<file path="config.mk">
export PLATFORM = sky130hd
export DESIGN_NAME = chip8_instruction_execute_top
export DESIGN_NICKNAME = d
export VERILOG_FILES = /design/src/rtl/c8ie_pkg.sv /design/src/rtl/c8ie_ram.sv /design/src/rtl/chip8_instruction_execute_top.sv
export SDC_FILE = /design/constraint.sdc
export NUM_CORES = 1
export LEC_CHECK = 0
export BUFFER_PORTS_ARGS = -buffer_cell sky130_fd_sc_hd__buf_4
export CAP_MARGIN = 10
export CORE_AREA = 5 5 231 188
export CTS_CLUSTER_DIAMETER = 50
export DETAILED_ROUTE_END_ITERATION = 16
export DIE_AREA = 0 0 236 193
export PLACE_DENSITY = 0.77
export SYNTH_ARGS = -nofsm -noshare
export SYNTH_HDL_FRONTEND = slang
export SYNTH_SLANG_ARGS = --single-unit
</file>
<file path="constraint.sdc">
create_clock -name clk -period 6.6 [get_ports clk]
set_input_delay 1.32 -clock clk [delete_from_list [all_inputs] [get_ports clk]]
set_output_delay 1.32 -clock clk [all_outputs]
set_load 0.01 [all_outputs]
</file>
<file path="src/rtl/c8ie_pkg.sv">
// ----------------------------------------------------------------------------
// c8ie_pkg: shared constants for the chip-8 instruction execute block
// Opcode groups, alu sub-codes, status codes and reset values.
// ----------------------------------------------------------------------------
`default_nettype none

package c8ie_pkg;

  // widths of the architectural state
  localparam int unsigned ADDR_W = 12;
  localparam int unsigned INSTR_W = 16;
  localparam int unsigned DATA_W = 8;
  localparam int unsigned REG_IDX_W = 4;
  localparam int unsigned NUM_VREGS = 16;
  localparam int unsigned STATUS_W = 2;

  // status codes reported with each result
  localparam logic [STATUS_W-1:0] ST_OK        = 2'd0;
  localparam logic [STATUS_W-1:0] ST_BAD_OP    = 2'd1;
  localparam logic [STATUS_W-1:0] ST_OVERFLOW  = 2'd2;
  localparam logic [STATUS_W-1:0] ST_UNDERFLOW = 2'd3;

  // top opcode nibble
  localparam logic [3:0] OP_SYS   = 4'h0;
  localparam logic [3:0] OP_JP    = 4'h1;
  localparam logic [3:0] OP_CALL  = 4'h2;
  localparam logic [3:0] OP_SEI   = 4'h3;
  localparam logic [3:0] OP_SNEI  = 4'h4;
  localparam logic [3:0] OP_SER   = 4'h5;
  localparam logic [3:0] OP_LDI   = 4'h6;
  localparam logic [3:0] OP_ADDI  = 4'h7;
  localparam logic [3:0] OP_ALU   = 4'h8;
  localparam logic [3:0] OP_SNER  = 4'h9;
  localparam logic [3:0] OP_LDIDX = 4'hA;
  localparam logic [3:0] OP_JPV0  = 4'hB;
  localparam logic [3:0] OP_RND   = 4'hC;

  // full return opcode
  localparam logic [INSTR_W-1:0] INSTR_RET = 16'h00EE;

  // alu sub-codes (low nibble of 8xyN)
  localparam logic [3:0] ALU_LD   = 4'h0;
  localparam logic [3:0] ALU_OR   = 4'h1;
  localparam logic [3:0] ALU_AND  = 4'h2;
  localparam logic [3:0] ALU_XOR  = 4'h3;
  localparam logic [3:0] ALU_ADD  = 4'h4;
  localparam logic [3:0] ALU_SUB  = 4'h5;
  localparam logic [3:0] ALU_SHR  = 4'h6;
  localparam logic [3:0] ALU_SUBN = 4'h7;
  localparam logic [3:0] ALU_SHL  = 4'hE;

  // flag register and reset values
  localparam logic [REG_IDX_W-1:0] REG_VF = 4'hF;
  localparam logic [REG_IDX_W-1:0] REG_V0 = 4'h0;
  localparam logic [ADDR_W-1:0] PC_RST = 12'h200;
  localparam logic [ADDR_W-1:0] PC_STEP = 12'd2;

endpackage

`default_nettype wire

</file>
<file path="src/rtl/c8ie_ram.sv">
// ----------------------------------------------------------------------------
// c8ie_ram: generic single-write, single-read ram
// One write port and one read port with registered read data.
// ----------------------------------------------------------------------------
`default_nettype none

module c8ie_ram #(
  parameter int unsigned WIDTH = 8,
  parameter int unsigned DEPTH = 16
) (
  input  wire logic                     clk,
  input  wire logic                     wr_en,
  input  wire logic [$clog2(DEPTH)-1:0] wr_addr,
  input  wire logic [WIDTH-1:0]         wr_data,
  input  wire logic [$clog2(DEPTH)-1:0] rd_addr,
  output logic      [WIDTH-1:0]         rd_data
);

  logic [WIDTH-1:0] mem_r [DEPTH];
  logic [WIDTH-1:0] rd_data_r;

  // write port
  always_ff @(posedge clk) begin
    if (wr_en) begin
      mem_r[wr_addr] <= wr_data;
    end
  end

  // registered read port
  always_ff @(posedge clk) begin
    rd_data_r <= mem_r[rd_addr];
  end

  assign rd_data = rd_data_r;

endmodule

`default_nettype wire

</file>
<file path="src/rtl/chip8_instruction_execute_top.sv">
// ----------------------------------------------------------------------------
// chip8_instruction_execute_top: chip-8 instruction executor
// Runs one 16-bit opcode per beat against the kept cpu state.
// ----------------------------------------------------------------------------
// Usage:
//   Input channel (in_valid / in_stall) carries an opcode and a random byte.
//   Result channel (out_valid / out_stall) returns one beat per opcode with
//   the new pc, the index register, the v register write and a status code.
//   cfg_we / cfg_wdata load the start address; the pc takes it at once.
//   The opcode and the v register file read land in the input register at
//   the accept edge, and execute runs from there into the result register.
//   Throughput is one opcode per cycle while out_stall is low; the register
//   file read and the single execute stage set that figure, with the
//   written value forwarded to the following opcode.
//   Reset clears the v registers (through valid bits), the index register
//   and the stack pointer, and loads pc with 0x200. Stack contents are not
//   cleared. When the receiver stalls, the result is held and one more
//   opcode may wait in the input register; then in_stall rises.
// ----------------------------------------------------------------------------
`default_nettype none

module chip8_instruction_execute_top #(
  parameter int unsigned STACK_DEPTH = 16
) (
  input  wire logic        clk,
  input  wire logic        rst_n,
  // configuration
  input  wire logic        cfg_we,
  input  wire logic [11:0] cfg_wdata,
  // input channel
  input  wire logic        in_valid,
  output logic             in_stall,
  input  wire logic [15:0] in_instruction,
  input  wire logic [7:0]  in_random_byte,
  // result channel
  output logic             out_valid,
  input  wire logic        out_stall,
  output logic [11:0]      out_next_pc,
  output logic [11:0]      out_index_value,
  output logic             out_reg_written,
  output logic [3:0]       out_reg_number,
  output logic [7:0]       out_reg_value,
  output logic [1:0]       out_status
);

  import c8ie_pkg::*;

  localparam int unsigned STK_AW = $clog2(STACK_DEPTH);
  localparam int unsigned STK_LW = $clog2(STACK_DEPTH + 1);

  // handshake
  logic in_accept;
  logic exec_fire;

  // input register
  logic                 in_valid_r;
  logic [INSTR_W-1:0]   instr_r;
  logic [DATA_W-1:0]    rnd_r;

  // architectural state
  logic [ADDR_W-1:0]    pc_r, pc_nxt;
  logic [ADDR_W-1:0]    index_r, index_nxt;
  logic [DATA_W-1:0]    vf_r, vf_nxt;
  logic [DATA_W-1:0]    v0_r, v0_nxt;
  logic [NUM_VREGS-1:0] vld_r, vld_nxt;
  logic [STK_LW-1:0]    level_r, level_nxt;
  logic [ADDR_W-1:0]    top_r, top_nxt;

  // register file access
  logic [REG_IDX_W-1:0] rd_x_sel, rd_y_sel;
  logic [DATA_W-1:0]    ram_x_rd, ram_y_rd;
  logic                 vr_we;
  logic [REG_IDX_W-1:0] vr_waddr;
  logic [DATA_W-1:0]    vr_wdata;
  logic                 fwd_x_r, fwd_y_r;
  logic [DATA_W-1:0]    fwd_data_r;
  logic                 vld_x_r, vld_y_r;

  // return stack access
  logic                 stk_we;
  logic [STK_AW-1:0]    stk_waddr;
  logic [STK_LW-1:0]    stk_rd_lvl;
  logic [ADDR_W-1:0]    stk_rd;

  // decoded fields
  logic [3:0]           op_hi;
  logic [REG_IDX_W-1:0] op_x, op_y;
  logic [3:0]           op_n;
  logic [ADDR_W-1:0]    op_nnn;
  logic [DATA_W-1:0]    op_kk;
  logic [DATA_W-1:0]    vx, vy;

  // execute results
  logic [ADDR_W-1:0]    pc_inc;
  logic [ADDR_W-1:0]    npc;
  logic                 skip;
  logic                 wr;
  logic                 flag_op;
  logic [DATA_W-1:0]    val;
  logic [DATA_W-1:0]    flag;
  logic [STATUS_W-1:0]  status;
  logic [DATA_W:0]      sum;
  logic [ADDR_W-1:0]    final_pc;

  // result register
  logic                 out_valid_r;
  logic [ADDR_W-1:0]    out_pc_r;
  logic [ADDR_W-1:0]    out_index_r;
  logic                 out_wr_r;
  logic [REG_IDX_W-1:0] out_num_r;
  logic [DATA_W-1:0]    out_val_r;
  logic [STATUS_W-1:0]  out_status_r;

  // beat flow: the input register empties whenever the result slot is free
  assign exec_fire = in_valid_r && (!out_valid_r || !out_stall);
  assign in_stall  = in_valid_r && !exec_fire;
  assign in_accept = in_valid && !in_stall;

  // input register
  always_ff @(posedge clk) begin
    if (!rst_n) begin
      in_valid_r <= 1'b0;
    end else if (in_accept) begin
      in_valid_r <= 1'b1;
    end else if (exec_fire) begin
      in_valid_r <= 1'b0;
    end
  end

  always_ff @(posedge clk) begin
    if (in_accept) begin
      instr_r <= in_instruction;
      rnd_r   <= in_random_byte;
    end
  end

  // register file read addresses follow the incoming beat, else hold
  assign rd_x_sel = in_accept ? in_instruction[11:8] : instr_r[11:8];
  assign rd_y_sel = in_accept ? in_instruction[7:4]  : instr_r[7:4];

  c8ie_ram #(
    .WIDTH (DATA_W),
    .DEPTH (NUM_VREGS)
  ) u_vreg_x (
    .clk     (clk),
    .wr_en   (vr_we),
    .wr_addr (vr_waddr),
    .wr_data (vr_wdata),
    .rd_addr (rd_x_sel),
    .rd_data (ram_x_rd)
  );

  c8ie_ram #(
    .WIDTH (DATA_W),
    .DEPTH (NUM_VREGS)
  ) u_vreg_y (
    .clk     (clk),
    .wr_en   (vr_we),
    .wr_addr (vr_waddr),
    .wr_data (vr_wdata),
    .rd_addr (rd_y_sel),
    .rd_data (ram_y_rd)
  );

  // forward a write landing in the same edge as the read, and capture valid bits
  always_ff @(posedge clk) begin
    if (in_accept) begin
      fwd_x_r    <= vr_we && (vr_waddr == in_instruction[11:8]);
      fwd_y_r    <= vr_we && (vr_waddr == in_instruction[7:4]);
      fwd_data_r <= vr_wdata;
      vld_x_r    <= vld_r[in_instruction[11:8]];
      vld_y_r    <= vld_r[in_instruction[7:4]];
    end
  end

  // field decode
  assign op_hi  = instr_r[15:12];
  assign op_x   = instr_r[11:8];
  assign op_y   = instr_r[7:4];
  assign op_n   = instr_r[3:0];
  assign op_nnn = instr_r[ADDR_W-1:0];
  assign op_kk  = instr_r[DATA_W-1:0];

  // operand select: vf lives in flops, others in the ram copies
  always_comb begin
    if (op_x == REG_VF) begin
      vx = vf_r;
    end else if (fwd_x_r) begin
      vx = fwd_data_r;
    end else if (vld_x_r) begin
      vx = ram_x_rd;
    end else begin
      vx = '0;
    end
    if (op_y == REG_VF) begin
      vy = vf_r;
    end else if (fwd_y_r) begin
      vy = fwd_data_r;
    end else if (vld_y_r) begin
      vy = ram_y_rd;
    end else begin
      vy = '0;
    end
  end

  // return stack storage; read port tracks the entry under the top
  assign stk_rd_lvl = (exec_fire ? level_nxt : level_r) - STK_LW'(2);

  c8ie_ram #(
    .WIDTH (ADDR_W),
    .DEPTH (STACK_DEPTH)
  ) u_stack (
    .clk     (clk),
    .wr_en   (stk_we),
    .wr_addr (stk_waddr),
    .wr_data (pc_inc),
    .rd_addr (stk_rd_lvl[STK_AW-1:0]),
    .rd_data (stk_rd)
  );

  assign pc_inc    = pc_r + PC_STEP;
  assign sum       = {1'b0, vx} + {1'b0, vy};
  assign stk_waddr = level_r[STK_AW-1:0];

  // execute
  always_comb begin
    npc       = pc_inc;
    skip      = 1'b0;
    wr        = 1'b0;
    flag_op   = 1'b0;
    val       = '0;
    flag      = '0;
    status    = ST_OK;
    index_nxt = index_r;
    level_nxt = level_r;
    top_nxt   = top_r;
    stk_we    = 1'b0;
    case (op_hi)
      OP_SYS: begin
        if (instr_r == INSTR_RET) begin
          if (level_r == '0) begin
            status = ST_UNDERFLOW;
          end else begin
            npc       = top_r;
            level_nxt = level_r - STK_LW'(1);
            top_nxt   = stk_rd;
          end
        end else begin
          status = ST_BAD_OP;
        end
      end
      OP_JP: npc = op_nnn;
      OP_CALL: begin
        if (level_r >= STK_LW'(STACK_DEPTH)) begin
          status = ST_OVERFLOW;
        end else begin
          stk_we    = exec_fire;
          level_nxt = level_r + STK_LW'(1);
          top_nxt   = pc_inc;
          npc       = op_nnn;
        end
      end
      OP_SEI:  skip = (vx == op_kk);
      OP_SNEI: skip = (vx != op_kk);
      OP_SER: begin
        if (op_n != 4'h0) begin
          status = ST_BAD_OP;
        end else begin
          skip = (vx == vy);
        end
      end
      OP_SNER: begin
        if (op_n != 4'h0) begin
          status = ST_BAD_OP;
        end else begin
          skip = (vx != vy);
        end
      end
      OP_LDI: begin
        wr  = 1'b1;
        val = op_kk;
      end
      OP_ADDI: begin
        wr  = 1'b1;
        val = vx + op_kk;
      end
      OP_ALU: begin
        case (op_n)
          ALU_LD: begin
            wr  = 1'b1;
            val = vy;
          end
          ALU_OR: begin
            wr  = 1'b1;
            val = vx | vy;
          end
          ALU_AND: begin
            wr  = 1'b1;
            val = vx & vy;
          end
          ALU_XOR: begin
            wr  = 1'b1;
            val = vx ^ vy;
          end
          ALU_ADD: begin
            wr      = 1'b1;
            flag_op = 1'b1;
            val     = sum[DATA_W-1:0];
            flag    = DATA_W'(sum[DATA_W]);
          end
          ALU_SUB: begin
            wr      = 1'b1;
            flag_op = 1'b1;
            val     = vx - vy;
            flag    = DATA_W'(vx >= vy);
          end
          ALU_SHR: begin
            wr      = 1'b1;
            flag_op = 1'b1;
            val     = vx >> 1;
            flag    = DATA_W'(vx[0]);
          end
          ALU_SUBN: begin
            wr      = 1'b1;
            flag_op = 1'b1;
            val     = vy - vx;
            flag    = DATA_W'(vy >= vx);
          end
          ALU_SHL: begin
            wr      = 1'b1;
            flag_op = 1'b1;
            val     = vx << 1;
            flag    = DATA_W'(vx[DATA_W-1]);
          end
          default: status = ST_BAD_OP;
        endcase
      end
      OP_LDIDX: index_nxt = op_nnn;
      OP_JPV0:  npc = op_nnn + ADDR_W'(v0_r);
      OP_RND: begin
        wr  = 1'b1;
        val = rnd_r & op_kk;
      end
      default: status = ST_BAD_OP;
    endcase
  end

  assign final_pc = skip ? (npc + PC_STEP) : npc;

  // register file write: vf kept in flops, v0 in flops and the ram copies, others go to the ram copies
  assign vr_we    = exec_fire && wr && (op_x != REG_VF);
  assign vr_waddr = op_x;
  assign vr_wdata = val;

  always_comb begin
    vf_nxt  = vf_r;
    v0_nxt  = v0_r;
    vld_nxt = vld_r;
    if (exec_fire && wr) begin
      if (flag_op) begin
        vf_nxt = flag;
      end else if (op_x == REG_VF) begin
        vf_nxt = val;
      end
      if (op_x == REG_V0) begin
        v0_nxt = val;
      end
      if (op_x != REG_VF) begin
        vld_nxt[op_x] = 1'b1;
      end
    end
  end

  // pc: reset value, config load, or execute
  always_comb begin
    pc_nxt = pc_r;
    if (cfg_we) begin
      pc_nxt = cfg_wdata;
    end else if (exec_fire) begin
      pc_nxt = final_pc;
    end
  end

  // architectural state registers
  always_ff @(posedge clk) begin
    if (!rst_n) begin
      pc_r    <= PC_RST;
      index_r <= '0;
      vf_r    <= '0;
      v0_r    <= '0;
      vld_r   <= '0;
      level_r <= '0;
    end else begin
      pc_r  <= pc_nxt;
      vf_r  <= vf_nxt;
      v0_r  <= v0_nxt;
      vld_r <= vld_nxt;
      if (exec_fire) begin
        index_r <= index_nxt;
        level_r <= level_nxt;
      end
    end
  end

  // stack top copy, payload only
  always_ff @(posedge clk) begin
    if (exec_fire) begin
      top_r <= top_nxt;
    end
  end

  // result register
  always_ff @(posedge clk) begin
    if (!rst_n) begin
      out_valid_r <= 1'b0;
    end else begin
      out_valid_r <= exec_fire || (out_valid_r && out_stall);
    end
  end

  always_ff @(posedge clk) begin
    if (exec_fire) begin
      out_pc_r     <= final_pc;
      out_index_r  <= index_nxt;
      out_wr_r     <= wr;
      out_num_r    <= !wr ? '0 : (flag_op ? REG_VF : op_x);
      out_val_r    <= !wr ? '0 : (flag_op ? flag : val);
      out_status_r <= status;
    end
  end

  assign out_valid       = out_valid_r;
  assign out_next_pc     = out_pc_r;
  assign out_index_value = out_index_r;
  assign out_reg_written = out_wr_r;
  assign out_reg_number  = out_num_r;
  assign out_reg_value   = out_val_r;
  assign out_status      = out_status_r;

endmodule

`default_nettype wire
</file>
==> flow_summary.toml, run 1 <==
[global_routing]
antenna_found_initial = 1
grt_first_pass_wirelength_um = 95400
grt_overflow = 0
grt_pass1_vias = 15760
grt_max_degree = 98
grt_usage_pct = 27.3

[setup_path]
critPathLaunchType = "flop"
cp_cell_sequence = "nand4_1 -> a21oi_1 -> inv_1 -> ha_1 -> nor2b_1 -> o21ai_0 -> a211oi_1 -> o21ai_0 -> and3_1 -> nor3_1 -> o31ai_1 -> a221oi_1 -> inv_1"
r2r-end = "u_vreg_y.mem_r[10][5]"
criticalPathCategory = "flop to flop"
cpPeakStageDelay_ns = 0.70
arrival_ns = 5.67
worstPathRequired_ns = 6.83
rr_startpoint = "instr_r[4]"
crit_buf_inv = 2
slowest_stage = "edfxtp_1"
cpLargestDelayFamily = "compound AO/OA/AOI/OAI gates"
cp_max_fo = 17
endpoint_kind = "flop"
r2r_slack_ns = 1.16
reg2regPathDepth = 13

[cts]
cts.repair.resized = 0
numCtsBuffers = 52
htreeDepth = 2
root_buffer = "clkbuf_16"
cts.sinks = 498
cts_setup_buffers = 0
clock_latency_ns = 0.62
cts_tree = "yes"
clk_pin_slew_ns = 0.06
holdBufCountCts = 0
clock_path_buffers = 3

[logic_synthesis]
synth.top_cell.area_share_pct = 50.4
synth-warning-count = 0
synth_edf_count = 407
ys_seq_area_share_pct = 57.9
ys_ff_latch = 498
syn_area_per_cell_um2 = 13.4
synth_top_area_cell = "edfxtp_1"
async_flop_share_pct = 0
synth_area_mm2 = 0.0242
netlist_instances = 1814
synth.area.top_cells = "edfxtp_1, mux4_2, dfxtp_1"
yosys_most_used_dff = "edfxtp_1"
synth_cell_type_count = 87

[cells_and_area]
fillCellCount = 2902
utilization_pct = 66.6
stdcell_count = 2511
final_layout_size_suffix_gt1_share_pct = 18.7
multi_input_area_mm2 = 0.00964
fin_nets = 2016
regArea_mm2 = 0.0140
diodes = 0
area_growth_pct = 13.1

[timing]
period_minus_slack_ns = 5.44
rsz0062_at_grt = "false"
hold_violations = 0
drv_slew = 0
holdWs_ns = 0.456
finalCritPeriodShare_pct = 82.5
worst_slew_pin_slew_ns = 1.21
finClkSkew_ns = 0.0427
setup_viol = 0
slew-limit-headroom_pct = 17.7
setup_tns_ns = 0
fmaxAchievable_mhz = 184

[routing]
finalWirelength_um = 63000
wl_met3_um = 7520
wl_met1_um = 26400
vias_per_cell = 6.48
vias = 16268
wl_met2_um = 27600
dr.pass1.iters = 5
drt_iter0_drc = 1806
routedWlPerCell_um = 25.1
drc = 0
ant_nets = 0
dr.max_layer_used = "met5"

[power_and_ir_drop]
p_leak_nw = 9.82
irDropWorstVdd_v = 0.000202
power_density_mw_per_mm2 = 262

[floorplanning]
rows = 67
chipHeight_um = 193
start_util_pct = 58.9
dieArea_mm2 = 0.0455
core_area_mm2 = 0.0412
die_w_um = 236
io_pins = 82

[worst_hold_path]
min_path_cells = 2
whs_endpoint = "index_r[3]"
worstHoldStart = "index_r[3]"
hold_class = "flop to flop"

[place]
dp.cells = 2412
dp_hpwl_um = 42200
io_buffers = 81
place_congestion = 0.960

[job]
max-cap-violations = 0

[status]
status = "finished, final reports clean"
[sequential cells by signal, indices dropped and copies added, names as in the netlist, 12 cells and up]
signal           flops
u_vreg_x.mem_r      56
u_vreg_y.mem_r      72
top_r               12
out_next_pc         12
instr_r             16
u_stack.rd_data     12
vld_r               16
u_stack.mem_r      192
index_r             12
out_index_value     12
pc_r                12
[worst min-delay path, cell delays in order (launching register included)]
cell,delay (ns)
dfxtp_1,0.30
nand2_1,0.05
a21oi_1,0.05
[cells in the mapped netlist (all sizes together), types with 10 or more instances]
cell type and n:
edfxtp 407, mux2i 175, nor2 150, nand2 115, a21oi 95, dfxtp 91, mux4 88, inv 65
clkbuf 59, ha 55, o21ai 47, buf 41, nor2b 40, nor3 31, a211oi 28, nand3 26
xnor2 24, xor2 20, nand2b 17, mux2 15, nand4 15, a221oi 14, and3 13, a21o 12
o21bai 12, nor4 10
[through the flow]
step	worst slack, ns	total power [mW]	area (um2)
4_1_cts	1.30	7.19	27400
3_3_place_gp	1.56	4.32	25700
3_5_place_dp	1.44	4.33	25700
6_report	1.16	7.18	27400
5_1_grt	0.887	7.40	27400
2_1_floorplan	2.47	4.08	24300
[area by class of cell]
class / count / area share (%)
clock buffer: 70 / 5.21
clock inverter: 28 / 1.02
tap: 552 / 2.52
multi-input combinational: 1156 / 35.2
timing repair buffer: 140 / 3.89
inverter: 67 / 0.918
sequential: 498 / 51.2
[placed cells by master, fill, tap and decap left out, types with 8 or more instances in the layout]
master and instances:
a21o_1 12, inv_1 63, ha_1 55, buf_4 138
xor2_1 18, clkbuf_16 52, nand4_1 14, o211ai_1 8
edfxtp_1 407, o221ai_1 8, clkinv_2 9, nor2_1 150
nand3_1 25, o21bai_1 12, mux4_2 88, conb_1 8
xnor2_1 23, mux2i_1 169, o22ai_1 8, o21ai_0 46
mux2_2 15, a22oi_1 8, and2_1 8, a221oi_1 12
a211oi_1 28, nand2b_1 17, dfxtp_1 91, nand2_1 114
and3_1 13, nor3_1 28, a21oi_1 92, nor2b_1 40
clkbuf_1 12
[power breakdown]
part           leakage, nW  switching, mW  internal [mW]
sequential            4.50         0.0532           3.47
combinational         4.48          0.468          0.295
clock                0.838           1.26           1.63
[metal layers]
metal / GRT usage [%] / vias to the layer above
met4: 6.76 / 2
met3: 8.06 / 101
met5: 0 / -
li1: - / 7149
met1: 39.9 / 8110
met2: 41.1 / 906
[worst max-delay path by stage]
stage	from	end	slack, ns	depth (start not counted)
floorplan	instr_r[10]	pc_r[1]	2.47	16
global placement	instr_r[4]	pc_r[7]	1.56	13
detailed placement	instr_r[4]	pc_r[11]	1.44	13
CTS	instr_r[4]	pc_r[5]	1.30	13
global route	instr_r[4]	u_vreg_y.mem_r[11][5]	0.89	13
finish	instr_r[4]	u_vreg_y.mem_r[10][5]	1.16	13
[kinds of logic (layout without fill, tap and decap cells)]
logic type / count (synthesis) / after routing / share of synthesized area, %
xor+xnor: 44 / 44 / 1.70
mux: 278 / 278 / 16.1
fa+ha+maj: 60 / 60 / 3.25
other cells: 1 / 8 / 0.0155
flops: 498 / 498 / 57.9
compound gates: 304 / 304 / 8.46
buf+inv: 167 / 305 / 3.04
simple gates: 462 / 462 / 9.48
Power figures use the tool's default switching activity.
==> run 2: changes to the inputs <==
clock period = 5.62 ns   (was 6.6 ns; I/O delays follow)
==> run 2 against run 1 <==
Compared with the run above: worst setup slack got worse by 0.64 ns; global-route usage rose by 0.13 points; power increased by 18%; utilization up 0.38 points; via count decreased by 0.29%; largest power group unchanged; highest routed layer is now met4; hold slack worse by 0.0040 ns; die area is the same; maximum frequency increased by 6.7%; first-iteration DRC count grew 17%; routed wire length rose by 0.27%; sequential share of layout area decreased by 0.29 points.
==> flow_summary.toml, run 2 (synthesis gave the netlist of run 1 again) <==
[timing]
hold_violations = 0
setup_tns_ns = 0
period_minus_slack_ns = 5.10
setup_slack_ns = 0.517
rsz0062_at_grt = "false"
finalCritPeriodShare_pct = 90.8
slew-limit-headroom_pct = 13.9
fmaxAchievable_mhz = 196
finClkSkew_ns = 0.0284
setup_viol = 0
worst_slew_pin_slew_ns = 1.27
drv_slew = 0

[cts]
root_buffer = "clkbuf_16"
clk_pin_slew_ns = 0.06
cts.repair.resized = 0
clock_path_buffers = 3
cts_setup_buffers = 0
cts_tree = "yes"
cts.sinks = 498
holdBufCountCts = 0
htreeDepth = 2
numCtsBuffers = 51
clock_latency_ns = 0.61

[place]
dp_slack_ns = 0.696
dp_hpwl_um = 42900
place_congestion = 0.944
dp.cells = 2437
placed_area_mm2 = 0.0258
io_buffers = 81

[cells_and_area]
largest-register = "u_stack.mem_r"
area_growth_pct = 13.7
diodes = 0
reg_top3 = "u_stack.mem_r x192, u_vreg_y.mem_r x72, u_vreg_x.mem_r x56"
final_area_mm2 = 0.0276
layout_common_cells = "edfxtp_1, mux2i_1, buf_4"
final_layout_size_suffix_gt1_share_pct = 19.7
multi_input_area_mm2 = 0.00960
largest_register_ffs = 192
fin_nets = 2040
regArea_mm2 = 0.0140
final_common_cell = "edfxtp_1"
stdcell_count = 2534
fillCellCount = 2874

[setup_path]
slowest_stage = "a221oi_1"
crit_buf_inv = 2
worst-path-stages = 14
cp_cell_sequence = "nor2b_1 -> a22oi_1 -> a21oi_1 -> inv_1 -> ha_1 -> nand2b_1 -> a21oi_1 -> o311a_1 -> or3_1 -> and3_1 -> nor3_1 -> o31ai_1 -> a221oi_1 -> inv_1"
worstPathRequired_ns = 5.85
critPathLaunchType = "flop"
arrival_ns = 5.33
cp_max_fo = 17
reg2regPathDepth = 14
criticalPathCategory = "flop to flop"
r2r_slack_ns = 0.52
cpLargestDelayFamily = "compound AO/OA/AOI/OAI gates"
cpPeakStageDelay_ns = 0.61
endpoint_kind = "flop"

[status]
status = "finished, final reports clean"

[routing]
finalWirelength_um = 63100
drc = 0
ant_nets = 0
vias = 16221
routedWlPerCell_um = 24.9
vias_per_cell = 6.40
dr.pass1.iters = 5
drt_iter0_drc = 2114

[floorplanning]
chipHeight_um = 193
io_pins = 82
rows = 67
dieArea_mm2 = 0.0455
start_util_pct = 58.9
die_w_um = 236
core_area_mm2 = 0.0412

[power_and_ir_drop]
power_density_mw_per_mm2 = 307
finalPower_mw = 8.47
p_leak_nw = 9.92
irDropWorstVdd_v = 0.000240

[global_routing]
grt_pass1_vias = 15584
grt_usage_pct = 27.5
grt_overflow = 0
grt_max_degree = 69
grt_first_pass_wirelength_um = 95800
antenna_found_initial = 0

[job]
max-cap-violations = 0

[worst_hold_path]
min_path_cells = 2
hold_class = "flop to flop"
[run 2: routing by layer]
layer  track usage (%)  vias to the layer above  routed length, um
met3              5.84                       93               6610
met5                 0                        -                  0
met2              41.8                      862              27900
met1              41.7                     8089              27500
met4              5.65                        0               1090
li1                  -                     7177                  -
[run 2: worst paths after layout]
| path | startpoint | to |
|---|---|---|
| worst min register to register | index_r[6] | index_r[6] |
| worst max register to register | fwd_y_r | u_vreg_y.mem_r[15][5] |
| worst max-delay path | fwd_y_r | u_vreg_y.mem_r[15][5] |
| worst min-delay path | index_r[6] | index_r[6] |
[run 2: report_power, final]
group          switching (mW)  internal, mW
clock network            1.45          1.97
registers              0.0589          4.08
logic                   0.558         0.360
total                    2.07          6.41
[run 2: cell type report]
cell class	instances	share of cell area [%]
clock buffer	62	4.93
clock inverter	34	1.26
inverter	67	0.913
multi-input combinational	1156	34.8
sequential	498	51.0
tap	552	2.51
timing repair buffer	165	4.60
[run 2: worst register-to-register path: cells and delay by family, from the launching register on]
family          cells  cell delay [ns]
simple gates        5             1.26
fa+ha+maj           1             0.42
buf+inv             2             0.69
flops               1             0.52
compound gates      6             1.82
[run 2: stage by stage]
stage	hold slack, ns	util, %
floorplan	0.434	-
global placement	0.439	62.8
detailed placement	0.446	62.8
CTS	0.454	66.9
global route	0.478	67.0
finish	0.452	67.0
==> run 3: changes to the inputs <==
PLACE_DENSITY = 0.89   (was 0.77)
==> run 3 against run 2 <==
Compared with the run above: routed wire length grew 6.1%; worst setup slack lost 0.081 ns; power shrank 1.0%; sequential share of layout area grew 0.31 points; clock power shrank 3%; register-to-register slack lost 0.08 ns; first-iteration DRC count grew 16%; combinational power grew 0.4%; non-clock buffer count shrank 15; hold slack gained 0.0083 ns; maximum frequency shrank 1.6%; design area shrank 0.61%; critical path type unchanged; critical endpoint is now u_vreg_y.mem_r[8][7].
==> flow_summary.toml, run 3 (synthesis gave the netlist of run 1 again) <==
[timing]
drv_slew = 0
period_minus_slack_ns = 5.18
finalCritPeriodShare_pct = 92.2
fmaxAchievable_mhz = 193
slew-limit-headroom_pct = 16.6
setup_tns_ns = 0
rsz0062_at_grt = "false"
finClkSkew_ns = 0.0517
hold_violations = 0
setup_viol = 0
worst_slew_pin_slew_ns = 1.25

[setup_path]
worstPathRequired_ns = 5.85
slowest_stage = "a21oi_1"
arrival_ns = 5.42
cpPeakStageDelay_ns = 0.65
cp_max_fo = 17
criticalPathCategory = "flop to flop"
cpLargestDelayFamily = "compound AO/OA/AOI/OAI gates"
endpoint_kind = "flop"
worst-path-stages = 12
reg2regPathDepth = 12
critPathLaunchType = "flop"
rr_startpoint = "instr_r[7]"
crit_start = "instr_r[7]"
cp_cell_sequence = "nand4_1 -> a21oi_1 -> inv_1 -> ha_1 -> nor2b_1 -> o21ai_0 -> a211oi_1 -> o41ai_1 -> mux2i_1 -> nand3_1 -> a21oi_1 -> inv_1"
crit_buf_inv = 2

[cts]
cts.sinks = 498
htreeDepth = 2
clock_path_buffers = 3
clock_latency_ns = 0.63
root_buffer = "clkbuf_16"
cts_tree = "yes"
cts_setup_buffers = 0
clk_pin_slew_ns = 0.06
cts.repair.resized = 0
holdBufCountCts = 0
numCtsBuffers = 49

[cells_and_area]
largest_register_ffs = 192
final_common_cell = "edfxtp_1"
area_growth_pct = 13.0
fin_nets = 2023
stdcell_count = 2517
reg_top3 = "u_stack.mem_r x192, u_vreg_y.mem_r x72, u_vreg_x.mem_r x56"
final_layout_size_suffix_gt1_share_pct = 19.0
largest-register = "u_stack.mem_r"
layout_common_cells = "edfxtp_1, mux2i_1, nor2_1"

[floorplanning]
io_pins = 82
core_area_mm2 = 0.0412
die_w_um = 236
chipHeight_um = 193
dieArea_mm2 = 0.0455
start_util_pct = 58.9
rows = 67

[place]
dp_hpwl_um = 44800
dp.cells = 2423
io_buffers = 81
place_congestion = 0.968

[global_routing]
antenna_found_initial = 2
grt_first_pass_wirelength_um = 100000
grt_usage_pct = 28.8
grt_max_degree = 98
grt_overflow = 0
grt_pass1_vias = 16246

[worst_hold_path]
worstHoldStart = "index_r[5]"
hold_class = "flop to flop"
min_path_cells = 2

[routing]
vias_per_cell = 6.72
dr.pass1.iters = 12
finalWirelength_um = 67000
ant_nets = 0
routedWlPerCell_um = 26.6
drt_iter0_drc = 2455
drc = 0
vias = 16925

[job]
max-cap-violations = 0

[power_and_ir_drop]
irDropWorstVdd_v = 0.000283
p_leak_nw = 9.82
power_density_mw_per_mm2 = 306

[status]
status = "finished, final reports clean"
run 3: stage by stage:
step / total power [mW] / utilization [%] / cell area [um2] / hold WS, ns / setup slack [ns]
detailed placement: 5.10 / 62.5 / 25700 / 0.448 / 0.679
global route: 8.64 / 66.5 / 27400 / 0.490 / 0.127
floorplan: 4.79 / - / 24300 / 0.434 / 1.49
CTS: 8.38 / 66.5 / 27400 / 0.457 / 0.604
global placement: 5.07 / 62.5 / 25700 / 0.439 / 0.844
finish: 8.39 / 66.5 / 27400 / 0.460 / 0.436
run 3: path summary, 6_finish.rpt:
check	endpoint	slack (ns)
hold reg to reg	index_r[5]	0.46
setup reg to reg	u_vreg_y.mem_r[8][7]	0.44
hold / removal	index_r[5]	0.46
setup / recovery	u_vreg_y.mem_r[8][7]	0.44
run 3: per-layer routing:
layer / wire length [um] / up-vias / GRT usage, % / share of wire (%)
li1: - / 7141 / - / -
met2: 29600 / 1246 / 43.7 / 44
met5: 0 / - / 0 / 0
met1: 26300 / 8341 / 42.1 / 39
met4: 2370 / 0 / 8.66 / 3.5
met3: 8700 / 197 / 6.88 / 13
run 3: where the power goes:
group	internal (mW)	switching, mW
Combinational	0.354	0.569
Clock	1.87	1.46
Sequential	4.08	0.0575
Total	6.30	2.08
run 3: tightest hold or removal path, stage by stage, from the launching register on:
cell and delay (ns):
dfxtp_1 0.31, nand2_1 0.05, a21oi_1 0.06
run 3: cell type report:
class / instances / area, um2
clock buffer: 68 / 1370
timing repair buffer: 150 / 1150
multi-input combinational: 1156 / 9590
clock inverter: 24 / 288
sequential: 498 / 14000
antenna: 2 / 5.00
fill: 2739 / 13800
tap: 552 / 691
inverter: 67 / 251
